<file path="src/rtl/core/msc_pkg.sv">
// Shared types, constants and the ALU function for the MIPS-subset core.
// No dependencies; imported by every module under rtl/core.
package msc_pkg;

    // Data memory geometry: four byte lanes, big-endian words
    localparam int DATA_MEM_BYTES = 65536;
    localparam int DM_AW          = $clog2(DATA_MEM_BYTES);
    localparam int NUM_BANKS      = 4;
    localparam int DM_RW          = DM_AW - 2;
    localparam int DM_ROWS        = DATA_MEM_BYTES / NUM_BANKS;

    // Register file geometry
    localparam int RF_DEPTH = 32;
    localparam int RF_AW    = $clog2(RF_DEPTH);

    localparam logic [31:0] HALT_WORD = 32'hFFFF_FFFF;

    // Major opcodes
    localparam logic [5:0] OP_RTYPE = 6'd0;
    localparam logic [5:0] OP_JUMP  = 6'd2;
    localparam logic [5:0] OP_BEQ   = 6'd4;
    localparam logic [5:0] OP_LW    = 6'd35;
    localparam logic [5:0] OP_SW    = 6'd43;

    // ALU operation codes
    localparam logic [2:0] ALU_ADD = 3'd1;
    localparam logic [2:0] ALU_SUB = 3'd3;
    localparam logic [2:0] ALU_AND = 3'd4;
    localparam logic [2:0] ALU_OR  = 3'd5;
    localparam logic [2:0] ALU_NOR = 3'd7;

    typedef enum logic [1:0] {
        CMD_EXEC  = 2'd0,
        CMD_WRITE = 2'd1,
        CMD_READ  = 2'd2,
        CMD_NONE  = 2'd3
    } t_cmd;

    // One result word
    typedef struct packed {
        logic [31:0]      next_pc;
        logic             halted;
        logic             reg_written;
        logic [RF_AW-1:0] reg_index;
        logic [31:0]      reg_value;
        logic [7:0]       read_byte;
    } t_result;

    // Register file write port
    typedef struct packed {
        logic             en;
        logic [RF_AW-1:0] idx;
        logic [31:0]      data;
    } t_rf_wr;

    // Data memory request, one row and byte per lane
    typedef struct packed {
        logic                              rd_en;
        logic [NUM_BANKS-1:0]              wr_en;
        logic [NUM_BANKS-1:0][DM_RW-1:0]   row;
        logic [NUM_BANKS-1:0][7:0]         wdata;
    } t_dm_req;

    function automatic logic [31:0] msc_alu(input logic [2:0] op, input logic [31:0] a,
                                            input logic [31:0] b);
        case (op)
            ALU_ADD: return a + b;
            ALU_SUB: return a - b;
            ALU_AND: return a & b;
            ALU_OR:  return a | b;
            ALU_NOR: return ~(a | b);
            default: return 32'd0;
        endcase
    endfunction

endpackage

</file>
<file path="src/rtl/core/msc_rf.sv">
// Register file: 32 x 32 synchronous RAM, two registered read ports, one write port.
// Per-entry valid bits make unwritten registers (and register zero) read as zero.
// Depends on msc_pkg.
module msc_rf
    import msc_pkg::*;
(
    input  logic             i_clk,
    input  logic             i_rst_n,
    input  logic             i_rd_en,
    input  logic [RF_AW-1:0] i_rd_idx_a,
    input  logic [RF_AW-1:0] i_rd_idx_b,
    input  t_rf_wr           i_wr,
    output logic [31:0]      o_rd_data_a,
    output logic [31:0]      o_rd_data_b
);

    logic [31:0]         mem [RF_DEPTH];
    logic [RF_DEPTH-1:0] r_valid;
    logic [31:0]         r_rd_a;
    logic [31:0]         r_rd_b;
    logic                r_va;
    logic                r_vb;

    // Write the array and read both ports, old data on a collision
    always_ff @(posedge i_clk) begin
        if (i_wr.en) begin
            mem[i_wr.idx] <= i_wr.data;
        end
        if (i_rd_en) begin
            r_rd_a <= mem[i_rd_idx_a];
            r_rd_b <= mem[i_rd_idx_b];
            r_va   <= r_valid[i_rd_idx_a];
            r_vb   <= r_valid[i_rd_idx_b];
        end
    end

    // Clear valid bits on reset, set on write
    always_ff @(posedge i_clk) begin
        if (!i_rst_n) begin
            r_valid <= '0;
        end else if (i_wr.en) begin
            r_valid[i_wr.idx] <= 1'b1;
        end
    end

    assign o_rd_data_a = r_va ? r_rd_a : 32'd0;
    assign o_rd_data_b = r_vb ? r_rd_b : 32'd0;

endmodule

</file>
<file path="config.mk">
export PLATFORM = sky130hd
export DESIGN_NAME = msc_rf
export DESIGN_NICKNAME = d
export VERILOG_FILES = /design/src/rtl/core/msc_pkg.sv /design/src/rtl/core/msc_rf.sv
export SDC_FILE = /design/constraint.sdc
export NUM_CORES = 1
export LEC_CHECK = 0
export BUFFER_PORTS_ARGS = -buffer_cell sky130_fd_sc_hd__buf_4
export CORE_AREA = 3 3 335 337
export CTS_CLUSTER_DIAMETER = 200
export CTS_CLUSTER_SIZE = 30
export DETAILED_ROUTE_END_ITERATION = 10
export DIE_AREA = 0 0 338 340
export HOLD_SLACK_MARGIN = 0.1
export PLACE_DENSITY = 0.63
export SLEW_MARGIN = 20
export SYNTH_ARGS = -nofsm -noshare
export SYNTH_HDL_FRONTEND = slang
export SYNTH_SLANG_ARGS = --single-unit
</file>
<file path="constraint.sdc">
create_clock -name i_clk -period 4.5 [get_ports i_clk]
set_input_delay 0 -clock i_clk [delete_from_list [all_inputs] [get_ports i_clk]]
set_output_delay 0 -clock i_clk [all_outputs]
set_load 0.01 [all_outputs]
</file>
==> results.py <==
metrics = {
    "run_status": {
        "outcome": "complete, no violations",
    },
    "floorplanning": {
        "die_w_um": 338,
        "initial_core_util_pct": 48.0,
        "die_h_um": 340,
        "placementRows": 121,
        "dieArea_um2": 115000,
        "coreArea_um2": 109000,
        "io_pins": 115,
    },
    "worst_hold_path": {
        "hp-start": "i_rd_idx_a[4]",
        "timing.hold.worst.class": "in -> reg",
        "holdPathStages": 5,
        "min_to": "r_rd_a[12]$_DFFE_PP_",
    },
    "synthesis": {
        "syn-cell-area_um2": 52400,
        "yosysWarnings": 0,
        "synth.avg_cell_area_um2": 14.5,
        "synthCells": 3601,
        "synth-seq-cells": 1122,
        "ys_types": 27,
        "syn_nets": 3652,
        "yosysSeqAreaShare_pct": 63.7,
    },
    "placement": {
        "dp_hpwl_um": 95400,
        "gp_congestion": 0.830,
        "port_buffers": 114,
    },
    "setup_path": {
        "start_kind": "input pin",
        "endpoint_kind": "flip-flop",
        "crit-reg2reg-launch": "mem[18][1]$_DFFE_PP_",
        "cp.arrival_ps": 3210,
        "criticalPathCategory": "in -> reg",
        "crit_required_ps": 5030,
        "reg2reg_to": "r_rd_b[1]$_DFFE_PP_",
        "rrSetupSlack_ps": 2700,
        "crit_fanout": 16,
        "reg2regPathDepth": 5,
    },
    "drt": {
        "vias_per_cell": 6.47,
        "drt_iter0_markers": 3810,
        "wire_per_inst_um": 31.6,
        "drtPass1Iterations": 6,
        "drcViolationCount": 0,
        "ant_nets": 0,
        "vias": 33222,
        "wl_um": 162000,
    },
    "sta": {
        "worst_slew_pin_slew_ps": 1230,
        "clock.fmax_mhz": 373,
        "slew_violations": 0,
        "finalCriticalPeriod_ps": 2680,
        "hold-worst-slack_ps": 139,
        "max_slew_margin_pct": 18.3,
        "fin_setup_tns_ps": 0,
        "rsz0062_at_grt": "false",
        "setup_violations": 0,
        "hold_violations": 0,
        "fin_skew_ps": 23.0,
        "fin_crit_sh_pct": 59.6,
    },
    "pwr": {
        "power.leakage_nw": 20.5,
        "p_seq_share_pct": 62.4,
        "p_comb_share_pct": 10.8,
        "p_int_mw": 14.2,
        "ir_worst_vdd_v": 0.000365,
        "p_sw_mw": 4.62,
        "p_sw_share_pct": 24.5,
        "pwr-share-clk_pct": 26.8,
        "powerDensity_nw_per_um2": 333,
    },
    "cts": {
        "cts_tree": "built",
        "clockRootBuffer": "clkbuf_16",
        "cts.sinks": 1122,
        "htree_levels": 2,
        "postCtsResizedCells": 0,
        "clk_latency_ps": 670,
        "clk_pin_slew_ps": 120,
        "cts_buffer_depth": 3,
        "cts_buffers": 43,
    },
    "global_route": {
        "overflow": 0,
        "grt_pass1_vias": 32657,
        "antenna_found_initial": 9,
        "grt_max_degree": 133,
        "grtUsageTotal_pct": 27.8,
        "grt_pass1_wl_um": 232000,
    },
    "layout": {
        "drive_gt1_share_pct": 8.71,
        "layout_commonest_cell": "edfxtp_1",
        "final_cell_mix": "edfxtp_1, mux2i_1, a22oi_1",
        "area_growth_pct": 8.17,
        "layout.nets": 3685,
    },
    "flow_run": {
        "maxCapViolations": 0,
    },
}
[state kept, by name, indices dropped and copies added, names as in the netlist]
signal,flops
mem,1024
r_rd_a,32
r_rd_b,32
r_valid,32
r_va,1
r_vb,1
[power groups by stage]
| stage | clock network [mW] | logic [mW] | registers [mW] |
|---|---|---|---|
| after CTS | 5.12 | 2.02 | 11.8 |
| after global placement | 0 | 1.97 | 12.0 |
| after floorplan | 0 | 1.18 | 11.9 |
| after detailed placement | 0 | 1.98 | 12.0 |
| final | 5.06 | 2.04 | 11.8 |
| after global routing | 5.46 | 2.14 | 11.8 |
[metal layers]
layer	global-route usage, %	wire length (µm)	vias up
li1	-	-	14243
met1	39.8	69400	17263
met2	44.1	75700	1482
met3	4.20	12500	230
met4	7.89	4750	4
met5	0	27	-
[worst max-delay path, cell delays in order]
cell,delay (ps)
dlygate4sd3_1,540
buf_4,170
nor2_4,650
dlygate4sd3_1,1040
nand3_1,150
nand4_1,100
dlygate4sd3_1,550
[worst max-delay path by stage]
stage / start / to / slack (ps) / cells past startpoint
finish: i_rd_idx_b[3] / r_rd_b[1]$_DFFE_PP_ / 1820 / 7
global route: i_rd_idx_b[3] / r_rd_b[1]$_DFFE_PP_ / 1810 / 7
CTS: i_rd_idx_b[3] / r_rd_b[1]$_DFFE_PP_ / 1870 / 7
detailed placement: i_wr[33] / mem[9][4]$_DFFE_PP_ / 1860 / 4
global placement: i_wr[33] / mem[27][21]$_DFFE_PP_ / 1940 / 4
floorplan: i_wr[32] / mem[12][0]$_DFFE_PP_ / 2030 / 3
[synthesized netlist by cell type, drive strengths merged]
library cell,count,area [µm²]
edfxtp,1090,32700
mux2i,1056,10600
a22oi,330,2480
nand3,233,1170
buf,181,1200
nand2,134,503
a21oi,132,661
clkbuf,95,364
and2,67,419
a22o,66,578
nor2,36,135
a31oi,33,206
nand4,33,206
nor3,33,165
dfxtp,32,641
o21a,32,240
nand3b,5,37.5
nor2b,5,31.3
nand2b,3,18.8
or3b,3,26.3
or2,1,6.26
or3,1,6.26
[kinds of logic (layout without fill, tap and decap cells)]
family                 count (synthesis)  count (layout)  synth area share [%]
other                                  0               6                     0
multiplexers                        1056            1056                  20.2
buffers and inverters                276             326                  2.99
AND/OR/NAND/NOR                      554             554                  5.19
AO/OA/AOI/OAI                        593             593                  7.95
flip-flops                          1122            1122                  63.7
[repair_timing]
action	in CTS	in global routing
hold buffers	43	0
buffers inserted	0	0
endpoints found under the hold margin	1138	0
setup endpoints to repair	0	0
[final cells by class]
class,count,area [µm²]
fill,9142,52500
antenna,6,15.0
tap,1476,1850
sequential,1122,33400
multi-input combinational,2203,17800
clock inverter,1,20.0
timing repair buffer,264,2460
clock buffer,61,1190
[stage by stage]
stage,total power [mW],setup WS (ps),util (%),instances,cell area [µm²]
2_1_floorplan,13.1,2030,-,3601,52400
3_3_place_gp,14.0,1940,50.4,5021,55000
3_5_place_dp,14.0,1860,50.4,5021,55000
4_1_cts,18.9,1870,51.9,5126,56600
5_1_grt,19.4,1810,51.9,5128,56700
6_report,18.9,1820,51.9,5133,56700
No activity file was read; power rests on OpenSTA's default activity.
