**src/rtl/core/msc_pkg.sv**
```systemverilog
// Shared types, constants and the ALU function for the MIPS-subset core.
// No dependencies; imported by every module under rtl/core.
package msc_pkg;

    // Data memory geometry: four byte lanes, big-endian words
    localparam int DATA_MEM_BYTES = 65536;
    localparam int DM_AW          = $clog2(DATA_MEM_BYTES);
    localparam int NUM_BANKS      = 4;
    localparam int DM_RW          = DM_AW - 2;
    localparam int DM_ROWS        = DATA_MEM_BYTES / NUM_BANKS;

    // Register file geometry
    localparam int RF_DEPTH = 32;
    localparam int RF_AW    = $clog2(RF_DEPTH);

    localparam logic [31:0] HALT_WORD = 32'hFFFF_FFFF;

    // Major opcodes
    localparam logic [5:0] OP_RTYPE = 6'd0;
    localparam logic [5:0] OP_JUMP  = 6'd2;
    localparam logic [5:0] OP_BEQ   = 6'd4;
    localparam logic [5:0] OP_LW    = 6'd35;
    localparam logic [5:0] OP_SW    = 6'd43;

    // ALU operation codes
    localparam logic [2:0] ALU_ADD = 3'd1;
    localparam logic [2:0] ALU_SUB = 3'd3;
    localparam logic [2:0] ALU_AND = 3'd4;
    localparam logic [2:0] ALU_OR  = 3'd5;
    localparam logic [2:0] ALU_NOR = 3'd7;

    typedef enum logic [1:0] {
        CMD_EXEC  = 2'd0,
        CMD_WRITE = 2'd1,
        CMD_READ  = 2'd2,
        CMD_NONE  = 2'd3
    } t_cmd;

    // One result word
    typedef struct packed {
        logic [31:0]      next_pc;
        logic             halted;
        logic             reg_written;
        logic [RF_AW-1:0] reg_index;
        logic [31:0]      reg_value;
        logic [7:0]       read_byte;
    } t_result;

    // Register file write port
    typedef struct packed {
        logic             en;
        logic [RF_AW-1:0] idx;
        logic [31:0]      data;
    } t_rf_wr;

    // Data memory request, one row and byte per lane
    typedef struct packed {
        logic                              rd_en;
        logic [NUM_BANKS-1:0]              wr_en;
        logic [NUM_BANKS-1:0][DM_RW-1:0]   row;
        logic [NUM_BANKS-1:0][7:0]         wdata;
    } t_dm_req;

    function automatic logic [31:0] msc_alu(input logic [2:0] op, input logic [31:0] a,
                                            input logic [31:0] b);
        case (op)
            ALU_ADD: return a + b;
            ALU_SUB: return a - b;
            ALU_AND: return a & b;
            ALU_OR:  return a | b;
            ALU_NOR: return ~(a | b);
            default: return 32'd0;
        endcase
    endfunction

endpackage

```
**src/rtl/core/msc_outq.sv**
```systemverilog
// Two-entry output buffer: head drives the result port, tail absorbs one word
// while the head is stalled. Depends on msc_pkg.
module msc_outq
    import msc_pkg::*;
(
    input  logic    i_clk,
    input  logic    i_rst_n,
    input  logic    i_push,
    input  t_result i_data,
    input  logic    i_stall,
    output logic    o_valid,
    output t_result o_data,
    output logic    o_full
);

    logic    r_hv;
    logic    r_tv;
    t_result r_head;
    t_result r_tail;
    logic    n_hv;
    logic    n_tv;
    t_result n_head;
    t_result n_tail;
    logic    pop;

    assign pop = r_hv && !i_stall;

    // Drop the taken head, then place the new word
    always_comb begin
        n_hv   = r_hv;
        n_tv   = r_tv;
        n_head = r_head;
        n_tail = r_tail;
        if (pop) begin
            if (r_tv) begin
                n_head = r_tail;
                n_tv   = 1'b0;
            end else begin
                n_hv = 1'b0;
            end
        end
        if (i_push) begin
            if (!n_hv) begin
                n_head = i_data;
                n_hv   = 1'b1;
            end else begin
                n_tail = i_data;
                n_tv   = 1'b1;
            end
        end
    end

    always_ff @(posedge i_clk) begin
        if (!i_rst_n) begin
            r_hv <= 1'b0;
            r_tv <= 1'b0;
        end else begin
            r_hv <= n_hv;
            r_tv <= n_tv;
        end
    end

    always_ff @(posedge i_clk) begin
        r_head <= n_head;
        r_tail <= n_tail;
    end

    assign o_valid = r_hv;
    assign o_data  = r_head;
    assign o_full  = r_tv;

endmodule

```
**config.mk**
```make
export PLATFORM = sky130hd
export DESIGN_NAME = msc_outq
export DESIGN_NICKNAME = d
export VERILOG_FILES = /design/src/rtl/core/msc_pkg.sv /design/src/rtl/core/msc_outq.sv
export SDC_FILE = /design/constraint.sdc
export NUM_CORES = 1
export LEC_CHECK = 0
export BUFFER_PORTS_ARGS = -buffer_cell sky130_fd_sc_hd__buf_4
export CELL_PAD_IN_SITES_DETAIL_PLACEMENT = 1
export CELL_PAD_IN_SITES_GLOBAL_PLACEMENT = 2
export CORE_MARGIN = 8
export CORE_UTILIZATION = 34
export CTS_BUF_LIST = sky130_fd_sc_hd__clkbuf_8
export DETAILED_ROUTE_END_ITERATION = 12
export GPL_TIMING_DRIVEN = 1
export HOLD_SLACK_MARGIN = 0.02
export PLACE_DENSITY = 0.79
export SYNTH_ARGS = -nofsm -noshare
export SYNTH_HDL_FRONTEND = slang
export SYNTH_SLANG_ARGS = --single-unit
```
**constraint.sdc**
```tcl
create_clock -name i_clk -period 3.43 [get_ports i_clk]
set_clock_uncertainty 0.05 [all_clocks]
set_input_delay 0.686 -clock i_clk [delete_from_list [all_inputs] [get_ports i_clk]]
set_output_delay 0.686 -clock i_clk [all_outputs]
set_load 0.1 [all_outputs]
```
==> flow_metrics.py, run 1 <==
metrics = {
    "route": {
        "drc": 0,
        "post_drt_wl_per_cell_um": 19.9,
        "first_iter_violations": 292,
        "firstDrtPassIters": 5,
        "antenna_left": 0,
        "via_per_inst": 5.31,
        "wirelength_um": 18300,
        "vias": 4880,
    },
    "cells_and_area": {
        "final_util_pct": 44.6,
        "seqCellArea_um2": 4000,
        "fillers": 1950,
        "drive_above_1_share_pct": 31.4,
        "multi_input_area_um2": 1630,
        "fin_area_um2": 7960,
        "area_growth_pct": 29.5,
        "antenna_cells": 0,
        "final_cell_mix": "buf_4, inv_1, dfxtp_1",
        "final_common_cell": "buf_4",
        "final_nets": 760,
    },
    "placed_design": {
        "pre_cts_ws_ns": 1.14,
        "gp_congestion": 0.695,
        "placed_area_um2": 7550,
        "hpwl_um": 11700,
        "io_buffers": 163,
    },
    "logic_synthesis": {
        "ys_types": 21,
        "synth_nets": 614,
        "yosys_warnings": 0,
        "syn_inst": 531,
        "seq_area_frac_synth_pct": 65.0,
        "synth_area_leader_cell": "edfxtp_1",
        "synth_seq_cells": 160,
        "ys_top_cells_by_area": "edfxtp_1, dfxtp_1, a221oi_1",
        "avgSynthCellArea_um2": 11.6,
        "syn-cell-area_um2": 6150,
        "synth_top_area_share_pct": 38.6,
    },
    "power": {
        "powerDensity_nw_per_um2": 676,
        "total_leakage_power_nw": 3.31,
        "peakVddDrop_mv": 0.257,
    },
    "clock_tree": {
        "cts_inserted_buffers": 17,
        "cts_resized": 0,
        "clock_sinks": 160,
        "cts_tree": "done",
        "cts.htree.levels": 4,
        "clk_latency_ns": 0.43,
        "cts_buffer_depth": 2,
        "cts_setup_buffers": 0,
        "cts.clk_slew.worst_paths_ns": 0.09,
        "hold_buffers": 0,
        "clockRootBuffer": "clkbuf_8",
    },
    "critical_path": {
        "rrSetupSlack_ns": 1.43,
        "crit-reg2reg-launch": "o_full$_SDFF_PN0_",
        "crit_chain": "o21a_2 > and2_4 > buf_4",
        "crit_arrival_ns": 2.06,
        "crit_fanout": 37,
        "critPathLaunch": "o_full$_SDFF_PN0_",
        "required_ns": 3.49,
        "critical_path_class": "reg -> reg",
        "critical-path-max-stage-delay_ns": 0.54,
        "end_kind": "register",
        "worstRegToRegCells": 3,
        "r2r-end": "r_tail[4]$_DFFE_PP_",
        "critical_path.startpoint_type": "register",
        "cpMaxStageDelayCell": "and2_4",
    },
    "timing": {
        "finalSetupViolCount": 0,
        "max_freq_ghz": 0.501,
        "max_slew.worst_pin.slew_ns": 1.07,
        "finalSetupTns_ns": 0,
        "timing.final.ws_setup_ns": 1.43,
        "hold_viol": 0,
        "relSlewSlack_pct": 28.7,
        "period_needed_ns": 2.00,
        "min_period_over_period_pct": 58.2,
        "slew_viol_final": 0,
        "rsz0062_at_grt": "false",
    },
    "die": {
        "die_w_um": 150,
        "die_area_um2": 22600,
        "die_y_um": 150,
        "fp-row-count": 49,
        "io_pins": 164,
        "coreArea_um2": 17800,
        "start_util_pct": 34.5,
    },
    "status": {
        "outcome": "finished, final reports clean",
    },
    "flow_run": {
        "maxCapViolations": 0,
    },
    "min_path": {
        "hold_class": "in -> reg",
        "hold_path_end": "r_tail[32]$_DFFE_PP_",
        "hold_depth": 1,
        "hp-start": "i_data[32]",
    },
    "global_route": {
        "antenna_found_initial": 0,
        "grt_pass1_wl_um": 28800,
        "grt.overflow.total": 0,
        "grt_max_degree": 81,
        "first_global_vias": 5455,
        "gr-usage-all-layers_pct": 16.2,
    },
}
[flip-flops by register name (all words and copies together), names as in the netlist]
name,count
o_data,79
o_full,1
o_valid,1
r_tail,79
[critical path, delay by kind of cell (launching register included)]
family | cells | cell delay [ns]
simple gates | 1 | 0.54
compound gates | 1 | 0.23
buf+inv | 1 | 0.37
flops | 1 | 0.47
[final cells by class]
type | count | share of cell area [%]
repair buffers | 171 | 16.8
clock inverters | 14 | 2.06
clock buffers | 18 | 3.11
well taps | 229 | 3.60
inverters | 80 | 3.77
flip-flops and latches | 160 | 50.2
multi-input cells | 247 | 20.5
[stage by stage]
step                      instances  hold WS (ns)  power [mW]
after global placement          887         0.450        3.97
after CTS                       919         0.340        5.45
after detailed placement        887         0.458        4.00
after floorplan                 531         0.524        3.57
final                           919         0.383        5.38
after global routing            919         0.343        5.60
[where the power goes]
| group | total [mW] | switching, mW | internal, mW |
|---|---|---|---|
| combinational | 1.65 | 1.27 | 0.380 |
| clock | 1.43 | 0.696 | 0.738 |
| sequential | 2.29 | 0.126 | 2.17 |
| total | 5.38 | 2.09 | 3.28 |
[cell usage after synthesis]
master	instances
a21boi_0	1
a21o_1	1
a21oi_1	1
a221oi_1	69
a221oi_2	10
and2_1	1
buf_1	1
buf_2	23
buf_4	2
buf_6	5
clkbuf_1	13
dfxtp_1	81
edfxtp_1	79
inv_1	79
inv_2	1
nand2b_1	1
nor2_1	79
nor2b_1	2
o21a_1	2
o21a_2	1
o22ai_1	79
[worst max path at each step]
stage                           to  slack [ns]  cells past startpoint
2_1_floorplan  r_tail[0]$_DFFE_PP_        0.67                      2
3_3_place_gp   r_tail[5]$_DFFE_PP_        1.17                      4
3_5_place_dp   r_tail[4]$_DFFE_PP_        1.14                      4
4_1_cts        r_tail[4]$_DFFE_PP_        1.39                      3
5_1_grt        r_tail[4]$_DFFE_PP_        1.30                      3
6_report       r_tail[4]$_DFFE_PP_        1.43                      3
[cells by family after synthesis]
kind of cell / share of synthesized area, %
AOI/OAI and AO/OA: 21.0
DFF: 65.0
buffers and inverters: 8.77
and+or+nand+nor: 5.23
[metal layers]
metal | vias up | GRT usage, % | wire length [um]
met1 | 2455 | 20.3 | 8220
li1 | 2266 | - | -
met5 | - | 0 | 0
met2 | 147 | 27.0 | 8820
met4 | 0 | 4.75 | 124
met3 | 12 | 4.18 | 1160
Power figures use the tool's default switching activity.
==> run 2: changes to the inputs <==
- CORE_UTILIZATION: 34 -> 31
- PLACE_DENSITY: 0.79 -> 0.75
- clock period: 3.43 -> 1.8 ns (I/O delays scaled with it)
==> run 2 against run 1 <==
Sequential cell count is the same. First-iteration DRC count decreased by 29%. Clock power is 76% higher. Hold slack lost 0.33 ns. Final area up 7.3%. Global-route usage down 0.79 points. Register-to-register slack lost 1.2 ns.
==> flow_metrics.py, run 2 (synthesized netlist as in run 1, its figures left out) <==
metrics = {
    "timing": {
        "rsz0062_at_grt": "false",
        "whs_ns": 0.0549,
        "finalSetupViolCount": 0,
        "period_needed_ns": 1.58,
        "min_period_over_period_pct": 87.5,
        "timing.final.ws_setup_ns": 0.225,
        "finalSetupTns_ns": 0,
        "slew_viol_final": 0,
        "hold_viol": 0,
        "max_slew.worst_pin.slew_ns": 0.573,
        "max_freq_ghz": 0.635,
        "relSlewSlack_pct": 61.8,
    },
    "placed_design": {
        "hpwl_um": 12400,
        "gp_congestion": 0.759,
        "place_inst": 929,
        "placed_area_um2": 7710,
        "pre_cts_ws_ns": 0.213,
        "io_buffers": 163,
    },
    "clock_tree": {
        "cts_buffer_depth": 2,
        "cts.clk_slew.worst_paths_ns": 0.08,
        "clockRootBuffer": "clkbuf_8",
        "cts_tree": "done",
        "cts_inserted_buffers": 17,
        "clock_sinks": 160,
        "cts.htree.levels": 4,
        "clk_latency_ns": 0.44,
        "cts_setup_buffers": 0,
    },
    "die": {
        "die_area_um2": 24600,
        "io_pins": 164,
        "die_y_um": 157,
        "fp-row-count": 51,
        "start_util_pct": 31.6,
        "coreArea_um2": 19500,
        "die_w_um": 157,
    },
    "global_route": {
        "grt_max_degree": 46,
        "antenna_found_initial": 0,
        "grt_pass1_wl_um": 29600,
        "grt.overflow.total": 0,
        "gr-usage-all-layers_pct": 15.4,
        "first_global_vias": 5649,
    },
    "cells_and_area": {
        "drive_above_1_share_pct": 30.2,
        "layoutNonFillerInstCount": 1007,
        "fin_area_um2": 8540,
        "final_nets": 812,
        "final_util_pct": 43.9,
        "area_growth_pct": 39.0,
        "final_common_cell": "buf_4",
        "final_cell_mix": "buf_4, inv_1",
        "antenna_cells": 0,
    },
    "critical_path": {
        "crit_chain": "buf_4",
        "critical_path.startpoint_type": "register",
        "critical_path_class": "reg -> out",
        "end_kind": "output port",
        "cpMaxStageDelayCell": "dfxtp_1",
        "critical-path-max-stage-delay_ns": 0.41,
        "crit_arrival_ns": 1.17,
        "critical_path_buf_inv_count": 1,
        "required_ns": 1.39,
        "critical_path.top_delay_family": "flip-flops",
        "crit_fanout": 3,
    },
    "route": {
        "firstDrtPassIters": 5,
        "wirelength_um": 19100,
        "via_per_inst": 5.04,
        "drc": 0,
        "vias": 5071,
        "first_iter_violations": 206,
        "antenna_left": 0,
        "post_drt_wl_per_cell_um": 19.0,
    },
    "flow_run": {
        "maxCapViolations": 0,
    },
    "min_path": {
        "hold_class": "in -> reg",
    },
    "power": {
        "peakVddDrop_mv": 0.418,
        "powerDensity_nw_per_um2": 1190,
        "total_leakage_power_nw": 3.55,
        "power_mw": 10.1,
    },
    "status": {
        "outcome": "finished, final reports clean",
    },
}
## run 2: changes by cell type in the layout (fill, tap and decap cells not counted), sizes merged
| cell | before | now |
|---|---|---|
| buf | 171 | 177 |
| dlygate4sd3 | 0 | 46 |
| clkbuf | 18 | 20 |
| clkinvlp | 3 | 4 |
| inv | 83 | 84 |
| clkinv | 5 | 3 |
| bufinv | 3 | 1 |
## run 2: path summary, 6_finish.rpt
path,from,endpoint,slack [ns],depth (start not counted)
setup / recovery,o_data[1]$_DFF_P_,o_data[1],0.22,1
hold / removal,i_data[11],r_tail[11]$_DFFE_PP_,0.05,1
setup reg to reg,o_full$_SDFF_PN0_,o_data[46]$_DFF_P_,0.27,4
hold reg to reg,o_data[51]$_DFF_P_,o_data[51]$_DFF_P_,0.47,2
## run 2: metal layers
metal | up-vias | part of all wire, % | track usage, %
met5 | - | 0 | 0
met4 | 0 | 1.3 | 5.58
met3 | 17 | 5.9 | 4.19
met2 | 140 | 47 | 25.5
met1 | 2543 | 46 | 18.9
li1 | 2371 | - | -
## run 2: what timing repair did
action | in CTS | in global routing
endpoints found under the hold margin | 37 | 9
gates resized for setup | 0 | 0
hold buffers | 37 | 9
## run 2: final cells by class
class	count	area (um^2)
sequential	160	4000
inverter	80	300
fill	2135	10900
clock buffer	20	275
timing repair buffer	223	1900
tap	265	332
clock inverter	12	95.1
multi-input combinational	247	1640
## run 2: report_power, final
part	internal [mW]	switching, mW	leakage [nW]
logic	0.813	2.45	1.95
registers	4.13	0.250	1.40
clock network	1.19	1.32	0.191
total	6.13	4.02	3.55
